--- src/scb_pkg.sv ---
`timescale 1ns / 1ps
// shared types, constants and the bar colour table of the colour bar generator
package scb_pkg;

    localparam int DIM_W       = 13;
    localparam int MAX_WIDTH   = 4096;
    localparam int MAX_HEIGHT  = 4096;
    localparam int BAR_MAX     = 4096;
    localparam int STEP_W      = 8;
    localparam int FN_W        = 32;
    localparam int PAIR_W      = 11;
    localparam int ROW_W       = 12;
    localparam int SCROLL_W    = 15;
    localparam int OFFSET_W    = 25;
    localparam int DVD_W       = FN_W + STEP_W;
    localparam int DIV_STEPS   = DVD_W;
    localparam int DCNT_W      = $clog2(DIV_STEPS);
    localparam int CFG_IDX_W   = 2;

    // register indexes
    localparam logic [CFG_IDX_W-1:0] REG_FRAME_WIDTH  = 2'd0;
    localparam logic [CFG_IDX_W-1:0] REG_FRAME_HEIGHT = 2'd1;
    localparam logic [CFG_IDX_W-1:0] REG_BAR_WIDTH    = 2'd2;
    localparam logic [CFG_IDX_W-1:0] REG_SCROLL_STEP  = 2'd3;

    // input word actions
    localparam logic ACT_START = 1'b0;
    localparam logic ACT_BEAT  = 1'b1;

    // output planes
    localparam logic PLANE_LUMA   = 1'b0;
    localparam logic PLANE_CHROMA = 1'b1;

    typedef enum logic [2:0] {
        S_IDLE,
        S_DIV_START,
        S_DIV_RESYNC,
        S_FIN_START,
        S_FIN_RESYNC
    } t_state;

    typedef struct packed {
        logic accept_start;
        logic accept_beat;
        logic div_load_resync;
        logic div_step;
        logic fin_start;
        logic fin_resync;
    } t_cmd;

    typedef struct packed {
        logic active;
        logic dirty;
        logic div_done;
        logic out_free;
    } t_status;

    typedef struct packed {
        logic [ROW_W-1:0]  pairs;
        logic [DIM_W-1:0]  rows_luma;
        logic [ROW_W-1:0]  rows_chroma;
        logic [DIM_W-1:0]  bar_w;
        logic [STEP_W-1:0] scroll_step;
        logic              bar_w_wr;
    } t_geom;

    typedef struct packed {
        logic [7:0] y;
        logic [7:0] u;
        logic [7:0] v;
    } t_yuv;

    // bt.601 integer conversion of the eight bar colours, worked out offline
    function automatic t_yuv bar_colour(input logic [2:0] idx);
        t_yuv c;
        unique case (idx)
            3'd0:    c = '{y: 8'd218, u: 8'd128, v: 8'd128};
            3'd1:    c = '{y: 8'd197, u: 8'd32,  v: 8'd143};
            3'd2:    c = '{y: 8'd161, u: 8'd161, v: 8'd32};
            3'd3:    c = '{y: 8'd140, u: 8'd65,  v: 8'd48};
            3'd4:    c = '{y: 8'd108, u: 8'd191, v: 8'd208};
            3'd5:    c = '{y: 8'd86,  u: 8'd95,  v: 8'd224};
            3'd6:    c = '{y: 8'd51,  u: 8'd224, v: 8'd113};
            default: c = '{y: 8'd30,  u: 8'd128, v: 8'd128};
        endcase
        return c;
    endfunction

endpackage

--- src/scb_ctrl.sv ---
`timescale 1ns / 1ps
// controller state machine of the colour bar generator
module scb_ctrl (
    input  logic            i_clk,
    input  logic            i_rst_n,
    input  logic            i_in_valid,
    input  logic            i_action,
    output logic            o_in_ready,
    input  scb_pkg::t_status i_status,
    output scb_pkg::t_cmd    o_cmd
);
    import scb_pkg::*;

    t_state r_state;
    t_state n_state;
    logic   w_resync_due;

    assign w_resync_due = i_status.active && i_status.dirty;

    always_ff @(posedge i_clk) begin
        if (!i_rst_n) begin
            r_state <= S_IDLE;
        end else begin
            r_state <= n_state;
        end
    end

    always_comb begin
        n_state = r_state;
        unique case (r_state)
            S_IDLE: begin
                if (w_resync_due) begin
                    n_state = S_DIV_RESYNC;
                end else if (o_cmd.accept_start) begin
                    n_state = S_DIV_START;
                end
            end
            S_DIV_START: begin
                if (i_status.div_done) begin
                    n_state = S_FIN_START;
                end
            end
            S_DIV_RESYNC: begin
                if (i_status.div_done) begin
                    n_state = S_FIN_RESYNC;
                end
            end
            S_FIN_START:  n_state = S_IDLE;
            S_FIN_RESYNC: n_state = S_IDLE;
            default:      n_state = S_IDLE;
        endcase
    end

    always_comb begin
        o_in_ready = 1'b0;
        o_cmd      = '0;
        unique case (r_state)
            S_IDLE: begin
                if (w_resync_due) begin
                    o_cmd.div_load_resync = 1'b1;
                end else begin
                    o_in_ready = i_status.out_free;
                    o_cmd.accept_start = o_in_ready && i_in_valid && (i_action == ACT_START);
                    o_cmd.accept_beat  = o_in_ready && i_in_valid && (i_action == ACT_BEAT);
                end
            end
            S_DIV_START, S_DIV_RESYNC: begin
                o_cmd.div_step = 1'b1;
            end
            S_FIN_START: begin
                o_cmd.fin_start = 1'b1;
            end
            S_FIN_RESYNC: begin
                o_cmd.fin_resync = 1'b1;
            end
            default: begin
                o_in_ready = 1'b0;
            end
        endcase
    end

endmodule

--- src/scb_dp.sv ---
`timescale 1ns / 1ps
// datapath: frame counters, bar phase tracking, shared divider and output register
module scb_dp (
    input  logic                          i_clk,
    input  logic                          i_rst_n,
    input  scb_pkg::t_cmd                 i_cmd,
    output scb_pkg::t_status              o_status,
    input  scb_pkg::t_geom                i_geom,
    input  logic [scb_pkg::FN_W-1:0]      i_frame_number,
    input  logic                          i_out_ready,
    output logic                          o_out_valid,
    output logic                          o_plane,
    output logic [scb_pkg::OFFSET_W-1:0]  o_byte_offset,
    output logic [7:0]                    o_first_byte,
    output logic [7:0]                    o_second_byte,
    output logic                          o_last_of_frame
);
    import scb_pkg::*;

    // control state
    logic r_active, n_active;
    logic r_chroma, n_chroma;
    logic r_dirty, n_dirty;
    logic r_svalid, n_svalid;
    logic r_out_valid, n_out_valid;
    logic [DCNT_W-1:0] r_dcnt, n_dcnt;

    // counters and phase
    logic [ROW_W-1:0]    r_row, n_row;
    logic [PAIR_W-1:0]   r_col, n_col;
    logic [SCROLL_W-1:0] r_scroll, n_scroll;
    logic [OFFSET_W-1:0] r_offset, n_offset;
    logic [2:0]          r_bar, n_bar;
    logic [DIM_W-1:0]    r_rem, n_rem;
    logic [2:0]          r_sbar, n_sbar;
    logic [DIM_W-1:0]    r_srem, n_srem;

    // divider
    logic [DVD_W-1:0] r_dvd, n_dvd;
    logic [DIM_W-1:0] r_drem, n_drem;
    logic [2:0]       r_dq, n_dq;
    logic [DIM_W-1:0] r_dbw, n_dbw;

    // output word
    logic                r_plane, n_plane;
    logic [OFFSET_W-1:0] r_ob_offset, n_ob_offset;
    logic [7:0]          r_first, n_first;
    logic [7:0]          r_second, n_second;
    logic                r_last, n_last;

    logic [ROW_W-1:0]    w_col_inc;
    logic [DIM_W-1:0]    w_row_inc;
    logic [DIM_W-1:0]    w_rows;
    logic                w_row_end;
    logic                w_plane_end;
    logic [DIM_W:0]      w_rem2;
    logic                w_bar_wrap;
    logic [DIM_W:0]      w_dt;
    logic [DIM_W:0]      w_dsub;
    logic                w_dge;
    logic [15:0]         w_scroll_sum;
    logic [15:0]         w_pos_sum;
    logic                w_beat;
    t_yuv                w_colour;

    assign w_beat      = i_cmd.accept_beat && r_active;
    assign w_col_inc   = {1'b0, r_col} + ROW_W'(1);
    assign w_row_inc   = {1'b0, r_row} + DIM_W'(1);
    assign w_rows      = r_chroma ? {1'b0, i_geom.rows_chroma} : i_geom.rows_luma;
    assign w_row_end   = w_col_inc >= i_geom.pairs;
    assign w_plane_end = w_row_end && (w_row_inc >= w_rows);
    assign w_rem2      = {1'b0, r_rem} + (DIM_W+1)'(2);
    assign w_bar_wrap  = w_rem2 >= {1'b0, i_geom.bar_w};
    assign w_colour    = bar_colour(r_bar);

    // restoring division, one quotient bit a cycle
    assign w_dt   = {r_drem, r_dvd[DVD_W-1]};
    assign w_dge  = w_dt >= {1'b0, r_dbw};
    assign w_dsub = w_dt - {1'b0, r_dbw};

    assign w_scroll_sum = 16'(r_dq) * 16'(r_dbw) + 16'(r_drem);
    assign w_pos_sum    = 16'({r_col, 1'b0}) + 16'(r_scroll);

    assign o_status.active   = r_active;
    assign o_status.dirty    = r_dirty;
    assign o_status.div_done = (r_dcnt == DCNT_W'(DIV_STEPS - 1));
    assign o_status.out_free = !r_out_valid || i_out_ready;

    always_comb begin
        n_active    = r_active;
        n_chroma    = r_chroma;
        n_dirty     = r_dirty;
        n_svalid    = r_svalid;
        n_out_valid = r_out_valid;
        n_dcnt      = r_dcnt;
        n_row       = r_row;
        n_col       = r_col;
        n_scroll    = r_scroll;
        n_offset    = r_offset;
        n_bar       = r_bar;
        n_rem       = r_rem;
        n_sbar      = r_sbar;
        n_srem      = r_srem;
        n_dvd       = r_dvd;
        n_drem      = r_drem;
        n_dq        = r_dq;
        n_dbw       = r_dbw;
        n_plane     = r_plane;
        n_ob_offset = r_ob_offset;
        n_first     = r_first;
        n_second    = r_second;
        n_last      = r_last;

        if (i_out_ready) begin
            n_out_valid = 1'b0;
        end

        if (i_cmd.accept_start) begin
            n_active = 1'b1;
            n_chroma = 1'b0;
            n_row    = '0;
            n_col    = '0;
            n_offset = '0;
            n_dirty  = 1'b0;
            n_svalid = 1'b0;
            n_dvd    = DVD_W'(i_frame_number) * DVD_W'(i_geom.scroll_step);
            n_dbw    = i_geom.bar_w;
            n_drem   = '0;
            n_dq     = '0;
            n_dcnt   = '0;
        end

        if (i_cmd.div_load_resync) begin
            n_dvd   = DVD_W'(w_pos_sum);
            n_dbw   = i_geom.bar_w;
            n_drem  = '0;
            n_dq    = '0;
            n_dcnt  = '0;
            n_dirty = 1'b0;
        end

        if (i_cmd.div_step) begin
            n_dvd  = {r_dvd[DVD_W-2:0], 1'b0};
            n_drem = w_dge ? w_dsub[DIM_W-1:0] : w_dt[DIM_W-1:0];
            n_dq   = {r_dq[1:0], w_dge};
            n_dcnt = r_dcnt + DCNT_W'(1);
        end

        if (i_cmd.fin_start) begin
            // scroll phase rebuilt from quotient mod 8 and remainder
            n_scroll = w_scroll_sum[SCROLL_W-1:0];
            n_bar    = r_dq;
            n_rem    = r_drem;
            n_sbar   = r_dq;
            n_srem   = r_drem;
            n_svalid = !r_dirty;
        end

        if (i_cmd.fin_resync) begin
            n_bar = r_dq;
            n_rem = r_drem;
            if (r_col == '0) begin
                n_sbar   = r_dq;
                n_srem   = r_drem;
                n_svalid = !r_dirty;
            end
        end

        if (w_beat) begin
            n_out_valid = 1'b1;
            n_plane     = r_chroma ? PLANE_CHROMA : PLANE_LUMA;
            n_ob_offset = r_offset;
            n_first     = r_chroma ? w_colour.u : w_colour.y;
            n_second    = r_chroma ? w_colour.v : w_colour.y;
            n_last      = w_plane_end && r_chroma;
            n_offset    = r_offset + OFFSET_W'(2);

            if (!w_row_end) begin
                n_col = w_col_inc[PAIR_W-1:0];
                if (i_geom.bar_w == DIM_W'(1)) begin
                    n_bar = r_bar + 3'd2;
                end else if (w_bar_wrap) begin
                    n_rem = w_rem2[DIM_W-1:0] - i_geom.bar_w;
                    n_bar = r_bar + 3'd1;
                end else begin
                    n_rem = w_rem2[DIM_W-1:0];
                end
            end else begin
                n_col = '0;
                // row start phase is cached; recompute if the bar width moved
                if (r_svalid) begin
                    n_bar = r_sbar;
                    n_rem = r_srem;
                end else begin
                    n_dirty = 1'b1;
                end
                if (!w_plane_end) begin
                    n_row = w_row_inc[ROW_W-1:0];
                end else begin
                    n_row = '0;
                    if (r_chroma) begin
                        n_active = 1'b0;
                        n_chroma = 1'b0;
                    end else begin
                        n_chroma = 1'b1;
                    end
                end
            end
        end

        if (i_geom.bar_w_wr) begin
            n_dirty  = 1'b1;
            n_svalid = 1'b0;
        end
    end

    always_ff @(posedge i_clk) begin
        if (!i_rst_n) begin
            r_active    <= 1'b0;
            r_chroma    <= 1'b0;
            r_dirty     <= 1'b0;
            r_svalid    <= 1'b0;
            r_out_valid <= 1'b0;
            r_dcnt      <= '0;
            r_row       <= '0;
            r_col       <= '0;
            r_scroll    <= '0;
            r_offset    <= '0;
        end else begin
            r_active    <= n_active;
            r_chroma    <= n_chroma;
            r_dirty     <= n_dirty;
            r_svalid    <= n_svalid;
            r_out_valid <= n_out_valid;
            r_dcnt      <= n_dcnt;
            r_row       <= n_row;
            r_col       <= n_col;
            r_scroll    <= n_scroll;
            r_offset    <= n_offset;
        end
    end

    always_ff @(posedge i_clk) begin
        r_bar       <= n_bar;
        r_rem       <= n_rem;
        r_sbar      <= n_sbar;
        r_srem      <= n_srem;
        r_dvd       <= n_dvd;
        r_drem      <= n_drem;
        r_dq        <= n_dq;
        r_dbw       <= n_dbw;
        r_plane     <= n_plane;
        r_ob_offset <= n_ob_offset;
        r_first     <= n_first;
        r_second    <= n_second;
        r_last      <= n_last;
    end

    assign o_out_valid     = r_out_valid;
    assign o_plane         = r_plane;
    assign o_byte_offset   = r_ob_offset;
    assign o_first_byte    = r_first;
    assign o_second_byte   = r_second;
    assign o_last_of_frame = r_last;

endmodule

--- src/scrolling_color_bar_nv12_generator_unit.sv ---
`timescale 1ns / 1ps
// top level of the scrolling colour bar nv12 generator: registers, controller, datapath
//
//  channel   direction  handshake                  word
//  in        sink       i_in_valid / o_in_ready    i_action, i_frame_number
//  out       source     o_out_valid / i_out_ready  o_plane, o_byte_offset, o_first_byte,
//                                                  o_second_byte, o_last_of_frame
//  cfg       sink       i_cfg_we (no wait)         i_cfg_index, i_cfg_data
//
// a beat word's result sits in the output register the next cycle
// and a further beat is taken in the same cycle that result is taken
// a start word runs the bit-serial remainder of frame_number * scroll_step by bar_width
// in S_DIV_START, then loads the bar phase in S_FIN_START
// a bar_width write drops the cached phase; with a frame open it is recomputed through the
// same divider, and unless that frame sits at a row start a second recompute follows its
// next row end, o_in_ready low throughout
// synchronous active-low reset clears the counters and returns the registers to
// 1280 x 720, bars of 160 pixels, scroll step 4
module scrolling_color_bar_nv12_generator_unit (
    input  logic                              i_clk,
    input  logic                              i_rst_n,
    // input words
    input  logic                              i_in_valid,
    output logic                              o_in_ready,
    input  logic                              i_action,
    input  logic [scb_pkg::FN_W-1:0]          i_frame_number,
    // output words
    output logic                              o_out_valid,
    input  logic                              i_out_ready,
    output logic                              o_plane,
    output logic [scb_pkg::OFFSET_W-1:0]      o_byte_offset,
    output logic [7:0]                        o_first_byte,
    output logic [7:0]                        o_second_byte,
    output logic                              o_last_of_frame,
    // register writes
    input  logic                              i_cfg_we,
    input  logic [scb_pkg::CFG_IDX_W-1:0]     i_cfg_index,
    input  logic [scb_pkg::DIM_W-1:0]         i_cfg_data
);
    import scb_pkg::*;

    logic [DIM_W-1:0]  r_frame_width;
    logic [DIM_W-1:0]  r_frame_height;
    logic [DIM_W-1:0]  r_bar_width;
    logic [STEP_W-1:0] r_scroll_step;

    logic [DIM_W-1:0]  w_w_even;
    logic [DIM_W-1:0]  w_h_even;
    logic [DIM_W-1:0]  w_w_eff;
    logic [DIM_W-1:0]  w_h_eff;
    logic [DIM_W-1:0]  w_bw_eff;

    t_geom   w_geom;
    t_cmd    w_cmd;
    t_status w_status;

    // register file, written without wait
    always_ff @(posedge i_clk) begin
        if (!i_rst_n) begin
            r_frame_width  <= DIM_W'(1280);
            r_frame_height <= DIM_W'(720);
            r_bar_width    <= DIM_W'(160);
            r_scroll_step  <= STEP_W'(4);
        end else if (i_cfg_we) begin
            unique case (i_cfg_index)
                REG_FRAME_WIDTH:  r_frame_width  <= i_cfg_data;
                REG_FRAME_HEIGHT: r_frame_height <= i_cfg_data;
                REG_BAR_WIDTH:    r_bar_width    <= i_cfg_data;
                REG_SCROLL_STEP:  r_scroll_step  <= i_cfg_data[STEP_W-1:0];
                default:          r_scroll_step  <= r_scroll_step;
            endcase
        end
    end

    // dimensions: low bit dropped, floor of 2, ceiling at the maximum
    assign w_w_even = {r_frame_width[DIM_W-1:1], 1'b0};
    assign w_h_even = {r_frame_height[DIM_W-1:1], 1'b0};

    always_comb begin
        if (w_w_even < DIM_W'(2)) begin
            w_w_eff = DIM_W'(2);
        end else if (w_w_even > DIM_W'(MAX_WIDTH)) begin
            w_w_eff = DIM_W'(MAX_WIDTH) & ~DIM_W'(1);
        end else begin
            w_w_eff = w_w_even;
        end

        if (w_h_even < DIM_W'(2)) begin
            w_h_eff = DIM_W'(2);
        end else if (w_h_even > DIM_W'(MAX_HEIGHT)) begin
            w_h_eff = DIM_W'(MAX_HEIGHT) & ~DIM_W'(1);
        end else begin
            w_h_eff = w_h_even;
        end

        // zero-width bars count as one pixel
        if (r_bar_width == '0) begin
            w_bw_eff = DIM_W'(1);
        end else if (r_bar_width > DIM_W'(BAR_MAX)) begin
            w_bw_eff = DIM_W'(BAR_MAX);
        end else begin
            w_bw_eff = r_bar_width;
        end
    end

    assign w_geom.pairs       = w_w_eff[DIM_W-1:1];
    assign w_geom.rows_luma   = w_h_eff;
    assign w_geom.rows_chroma = w_h_eff[DIM_W-1:1];
    assign w_geom.bar_w       = w_bw_eff;
    assign w_geom.scroll_step = r_scroll_step;
    assign w_geom.bar_w_wr    = i_cfg_we && (i_cfg_index == REG_BAR_WIDTH);

    scb_ctrl u_ctrl (
        .i_clk      (i_clk),
        .i_rst_n    (i_rst_n),
        .i_in_valid (i_in_valid),
        .i_action   (i_action),
        .o_in_ready (o_in_ready),
        .i_status   (w_status),
        .o_cmd      (w_cmd)
    );

    scb_dp u_dp (
        .i_clk           (i_clk),
        .i_rst_n         (i_rst_n),
        .i_cmd           (w_cmd),
        .o_status        (w_status),
        .i_geom          (w_geom),
        .i_frame_number  (i_frame_number),
        .i_out_ready     (i_out_ready),
        .o_out_valid     (o_out_valid),
        .o_plane         (o_plane),
        .o_byte_offset   (o_byte_offset),
        .o_first_byte    (o_first_byte),
        .o_second_byte   (o_second_byte),
        .o_last_of_frame (o_last_of_frame)
    );

endmodule

--- config.mk ---
export PLATFORM = sky130hd
export DESIGN_NAME = scrolling_color_bar_nv12_generator_unit
export DESIGN_NICKNAME = d
export VERILOG_FILES = /design/src/scb_pkg.sv /design/src/scb_ctrl.sv /design/src/scb_dp.sv /design/src/scrolling_color_bar_nv12_generator_unit.sv
export SDC_FILE = /design/constraint.sdc
export NUM_CORES = 1
export LEC_CHECK = 0
export BUFFER_PORTS_ARGS = -buffer_cell sky130_fd_sc_hd__buf_2
export CAP_MARGIN = 20
export CORE_UTILIZATION = 55
export CTS_CLUSTER_DIAMETER = 80
export DETAILED_ROUTE_END_ITERATION = 10
export PLACE_DENSITY_LB_ADDON = 0.08
export SLEW_MARGIN = 15
export SYNTH_ARGS = -nofsm -noshare
export SYNTH_HDL_FRONTEND = slang
export SYNTH_SLANG_ARGS = --single-unit
--- constraint.sdc ---
create_clock -name i_clk -period 4.92 [get_ports i_clk]
set_input_delay 0.246 -clock i_clk [delete_from_list [all_inputs] [get_ports i_clk]]
set_output_delay 0.246 -clock i_clk [all_outputs]
set_load 0.05 [all_outputs]
Word level (Yosys, flattened, before mapping)
Index checks and enable logic that the tools add are counted.
Storage, ports and cells
  word-level logic and storage cells: 188
  output and inout bits: 45
  bits of input ports: 53
  flip-flop bits (word level): 268
Cells by class
  $lt $le $gt $ge: 9
  $add $sub $neg: 11
  muxes and demuxes: 90
  reductions and logical operators: 27
  eq/ne operators: 18
  $mul: 2
  bitwise logic cells: 2
Operator list (count)
  2-to-1 mux 13 bit: 23
  one-hot mux 24 bit (7 select lines): 1
  2-to-1 mux 40 bit: 3
  2-to-1 mux 3 bit: 18
  2-to-1 mux 25 bit: 2
  2-to-1 mux 12 bit: 4
  multiplier 32 x 8 -> 40 bit: 1
  > comparator 13 bit, second input constant: 3
  2-to-1 mux 11 bit: 3
  2-to-1 mux 1 bit: 29
  >= comparator 14 x 13 -> 1 bit: 2
  less-than comparator 13 x 2 -> 1 bit, second input constant: 2
  subtractor 13 bit: 2
  adder 25 x 2 -> 25 bit, second input constant: 1
  2-to-1 mux 6 bit: 3
  adder 12 x 15 -> 16 bit: 1
  2-to-1 mux 8 bit: 2
  adder 15 x 13 -> 15 bit: 1
  multiplier 3 x 13 -> 15 bit: 1
  adder 13 x 2 -> 14 bit, second input constant: 1
  adder 12 x 1 -> 13 bit, second input constant: 1
  equality test 13 x 1 -> 1 bit, second input constant: 1
  >= comparator 13 bit: 1
  zero test 13 bit: 1
  27 further kinds: 52

Depth between registers and ports, before layout
  depth in word-level cells: 12
  mapped depth: 20
  depth with buffers taken out: 18

Hierarchy
A second synthesis with hierarchy kept.
Second synthesis, totals
  cells, all modules: 2669
  area total of the unflattened synthesis: 23861.6 sq um
Modules (own cells, without submodules)
  scb_dp: area an instance 21672.0 sq um, times used 1, cells each 2389, sequential area each 5415.2 sq um
  scrolling_color_bar_nv12_generator_unit: area an instance 1970.6 sq um, times used 1, cells each 253, sequential area each 900.9 sq um
  scb_ctrl: area an instance 219.0 sq um, times used 1, cells each 27, sequential area each 60.1 sq um

Worst setup path before layout
No wires, ideal clock.
  path type: reg-to-reg
  start: register r_scroll_step[6]
  end: register u_dp.r_dvd[18], data pin
  path slack: -0.144 ns
  cell stages (with the launch flop): 18
  clock period less this slack: 5.064 ns
  library setup time: 0.256 ns
  data required time: 4.664 ns
  buffers on the path: 1
  arrival: 4.808 ns
  path through: dfxtp_1 > clkbuf_1 > and2_1 > fa_1 > fa_1 > fa_1 > inv_1 > fa_1 > inv_1 > ha_1 > a21o_1 > a21o_1 > a2111oi_4 > o21ai_2 > a211oi_1 > o21ai_0 > xnor2_1 > a22o_1
Between the ends
  word-level cells in the longest chain between the ends: 4
Ends and longest elaborated chain
  start: declaration: RTL line scrolling_color_bar_nv12_generator_unit.sv:45  | logic [STEP_W-1:0] r_scroll_step;
  start signal: assignment: RTL line scrolling_color_bar_nv12_generator_unit.sv:69  | REG_SCROLL_STEP: r_scroll_step <= i_cfg_data[STEP_W-1:0];
  start signal: assignment: RTL line scrolling_color_bar_nv12_generator_unit.sv:70  | default: r_scroll_step <= r_scroll_step;
  multiplier 32 x 8 -> 40 bit: RTL line scb_dp.sv:126  | n_dvd = DVD_W'(i_frame_number) * DVD_W'(i_geom.scroll_step);
  2-to-1 mux 40 bit: RTL line scb_dp.sv:118  | if (i_cmd.accept_start) begin
  2-to-1 mux 40 bit: RTL line scb_dp.sv:133  | if (i_cmd.div_load_resync) begin
  2-to-1 mux 40 bit: RTL line scb_dp.sv:142  | if (i_cmd.div_step) begin
  net u_dp.n_dvd[18]: RTL line scb_dp.sv:39  | logic [DVD_W-1:0] r_dvd, n_dvd;
  end signal: assignment: RTL line scb_dp.sv:248  | r_dvd <= n_dvd;
  end: declaration: RTL line scb_dp.sv:39
The timed path passes the listed nets, and every way through them passes these cells. The select of a mux whose other input is x is not followed.
A chain may end at the register's enable or synchronous reset.

Worst setup path after layout
  start: register r_scroll_step[4]
  end: register u_dp.r_dvd[34], data pin
The elaborated chain is that of the path after synthesis.

==> summary.md <==
| Metric | Value |
|---|---|
| Status | finished, violations left |
| Failing checks | setup timing |
| FF-to-FF setup slack | -90 ps |
| Int Pwr | 6.72 mW |
| Final wirelength | 60.8 mm |
| Port bufs | 96 |
| Worst reg2reg path depth | 18 |
| DR iter-0 viols | approximately 1200 |
| Netlist cell types | 84 |
| Root Buffer | clkbuf_16 |
| Main combinational cell family by area after synthesis | adder cells |
| Crit path kind | reg -> reg |
| Crit path to | u_dp.r_dvd[34] |
| Worst setup margin | -89.2 ps |
| Clk buf depth | 3 |
| Post-synthesis compound-gate area fraction | about 14% |
| Post-synthesis sequential area ratio | 27.2% |
| Slowest stage delay, CP | roughly 520 ps |
| Number of synthesized flops with an enable pin | around 110 |
| Clk network pwr share | between 10% and 20% |
| Nets | between 3000 and 4000 |
| ANT nets after route | 0 |
| Psw | slightly below 5 mW |
| CP max-delay cell | fa_1 |
| Die Ht | roughly 210 um |
| Die Wd | roughly 210 um |
| Placer Congestion | between 0.9 and 1 |
| Crit-path leading delay family | adder cells |
| Slew margin rel. | about a fifth |
| Vias/cell | about 5.8 |
| RSZ-0062 raised after global routing | yes |
| # setup viols final | 6 |
| Fin area | approximately 28000 um^2 |
| Post-Synthesis Cell Area | approximately 23000 um^2 |
| Starting density of the core | 55.8% |
| Later-pin clock latency in the skew report | a little under 600 ps |
| Worst min-delay path class | in -> reg |
| Vias in the first global route | 19800 |
| FFs w/ async S/R, synth | 0% |
| Layout cells sized above 1 | roughly 18% |
| Overall die area | 43500 um^2 |
| Post-DP HPWL | roughly 44 mm |
| Core area | ~42000 um^2 |
| Seq pwr share | between 20 and 30% |
| Worst-path maximum fanout | 13 |
| Static leakage | 12.2 nW |
| Post-Synth XOR/XNOR Area | 3.62% |
| Syn_nets | ~3100 |
| Synthesis Warnings | 0 |
| Power density cells | 420 nW/um^2 |
| Synth-to-Final Area Change | 17.2% |
| Drt drc | 0 |
| Top Ports | 98 |
| CP Data Arrival Time | 5450 ps |
| Grt total ovfl | 0 |
| Post-Route Skew | 30.3 ps |
| Worst Setup Start Kind | flip-flop |
| DP Area | around 25000 um^2 |
| Met3 wire len | ~3.6 mm |
| Met1 wire length | about 28 mm |
| Clock sinks | around 260 |
| CP Capture Type | flip-flop |
| Std cell rows | 75 |
| Met2 routed WL | about 28 mm |
| Max cap viols | 0 |
| Crit path launch | r_scroll_step[4] |
| CTS Buf Count | 31 |
| Sw Share | approximately two fifths |
| Clock transition at the registers of the reported paths | approximately 60 ps |
| TNS Setup | -244 ps |
| Post-synthesis simple-gate area fraction | 20.5% |
| Reg-to-Reg Start | r_scroll_step[4] |
| Antenna cells | 0 |
| Most frequent CP cell | fa_1 |
| Via count | between 15000 and 20000 |
| Largest net degree at the start of global routing | 60 |
| First-pass GRT wire length | ~100 mm |
| WP data required | around 5400 ps |
| Global-route usage over all layers | between 20 and 30% |
| Number of synthesized register bits | 263 |
| Total chip power | 11.6 mW |
| Combinational share of power | roughly half |
| Multiplexer share of the synthesized area | 2.74% |
| Initial antenna violation count | 0 |
| Post-synthesis cell count | around 2700 |
| Setup WS pre-CTS | -277 ps |
| Critical path, cell by cell | buf_12 -> and2_4 -> fa_1 -> fa_1 -> fa_1 -> inv_1 -> fa_1 -> inv_2 -> ha_4 -> buf_4 -> and4_4 -> and3_4 -> nand4_1 -> o21ai_4 -> a211oi_4 -> buf_4 -> or4_4 -> nand3_2 |
| Adder-cell share of the synthesized area | around 26% |
| Final Slew Violations | 0 |
| Reg-to-reg endpoint | u_dp.r_dvd[34] |
| Pre-Repair DR Iteration Count | 7 |
| WP depth | 18 |
| TritonCTS clock tree | done |
| Highest Signal Layer | met4 |
| Fin. Hold Viols | 0 |
| CTS H-Tree Depth | 1 |
| Fin crit share | 102% |
| Most used DFF post-synth | dfxtp_1 |
| FMAX | ~0.2 GHz |
| Fin crit period | 5010 ps |
| Buffers & Inverters on Critical Path | 5 |
| Max IR drop VDD | approximately 390 uV |
| Drt wl/cell | between 15 and 20 um |
| Syn Area/Cell | ~8.8 um^2 |
| Tightest Pin Transition | 1180 ps |
## layout by cell type, fill, tap and decap left out, drive strengths merged, types with 7 or more instances in the layout
cell | netlist | routed
or3 | 20 | 20
nand2b | 16 | 16
edfxtp | 111 | 111
mux2i | 25 | 25
o31ai | 13 | 13
nor2b | 16 | 16
a21oi | 178 | 178
nor3 | 36 | 36
nand3 | 73 | 73
nor2 | 155 | 155
nand3b | 17 | 17
nor3b | 7 | 7
o22ai | 10 | 10
inv | 293 | 298
o21a | 12 | 12
a211oi | 15 | 15
a22oi | 22 | 22
nor4 | 9 | 9
buf | 19 | 224
o211ai | 10 | 10
nand2 | 342 | 342
clkbuf | 92 | 40
ha | 151 | 151
and3 | 29 | 29
mux2 | 35 | 35
o21ai | 121 | 121
dfxtp | 152 | 152
a31oi | 31 | 31
a21o | 35 | 35
xor2 | 39 | 39
fa | 206 | 206
and4 | 7 | 7
clkinv | 3 | 14
dlygate4sd3 | 0 | 14
o21bai | 10 | 10
or2 | 8 | 8
nand4 | 19 | 19
and2 | 211 | 211
xnor2 | 58 | 58
## final cells by class
type                    instances  area (um^2)
multi-input cells            2003        16400
fillers                      3482        14500
flip-flops and latches        263         6390
repair buffers                241         1940
inverters                     296         1110
clock buffers                  37          838
well taps                     539          674
clock inverters                20          156
## power by group through the flow
stage | registers (mW) | clock network [mW] | logic [mW]
floorplan | 3.25 | 0 | 4.29
global placement | 3.43 | 0 | 5.39
global route | 3.47 | 2.36 | 6.62
finish | 3.42 | 2.23 | 5.90
detailed placement | 3.45 | 0 | 5.52
CTS | 3.41 | 2.28 | 5.72
## cells by family after synthesis
group | Yosys count
xor+xnor | 97
flops | 263
mux | 60
other cells | 1
fa+ha+maj | 357
compound gates | 516
buf+inv | 407
simple gates | 972
## repair_timing
item | in CTS | in global routing
hold buffers | 14 | 0
setup buffers | 12 | 10
endpoints found under the setup margin | 19 | 25
gates cloned | 6 | 3
resized for setup | 107 | 119
pin swaps | 103 | 106
endpoints found under the hold margin | 41 | 0
## worst min-delay path, stage by stage
cell,delay [ps]
buf_2,90
and3_2,220
a31oi_1,90
## sequential cells by signal (all words and copies together) (netlist names), 11 cells and up
signal / cells
r_bar_width: 13
r_frame_height: 12
r_frame_width: 12
u_dp.o_byte_offset: 24
u_dp.r_col: 11
u_dp.r_dbw: 13
u_dp.r_drem: 13
u_dp.r_dvd: 40
u_dp.r_offset: 24
u_dp.r_rem: 13
u_dp.r_row: 12
u_dp.r_scroll: 15
u_dp.r_srem: 13
## worst min-delay path by stage
stage,from,endpoint,slack (ps),cells after the start
2_1_floorplan,i_action,u_dp.r_active,350,1
3_3_place_gp,u_dp.r_offset[24],u_dp.o_byte_offset[24],440,0
3_5_place_dp,u_dp.r_offset[24],u_dp.o_byte_offset[24],450,0
4_1_cts,i_in_valid,u_dp.r_active,120,3
5_1_grt,i_in_valid,u_dp.r_active,160,3
6_report,i_in_valid,u_dp.r_active,140,3
## layer usage
layer	up-vias	track usage [%]
li1	9323	-
met1	9715	39.3
met2	543	46.3
met3	89	4.00
met4	0	6.69
met5	-	0
## synthesized netlist by cell type (all sizes together), types with 25 or more instances
cell	n	area share [%]
a21oi	178	3.9
fa	206	18
nor2	155	2.5
and2	211	5.6
and3	29	0.78
mux2i	25	1.1
xor2	39	1.5
o21ai	121	2.6
inv	293	4.7
nand3	73	1.6
a31oi	31	0.83
dfxtp	152	13
nor3	36	0.79
clkbuf	92	1.5
mux2	35	1.7
ha	151	8.0
nand2	342	5.5
xnor2	58	2.2
edfxtp	111	14
a21o	35	1.1
## stage by stage
step	util (%)	hold WS [ps]	std cells
after global placement	59.6	438	3297
final	65.5	144	3399
after floorplan	-	347	2673
after detailed placement	59.6	446	3297
after CTS	64.1	117	3386
after global routing	65.5	164	3399
(Power assumes the default switching activity.)
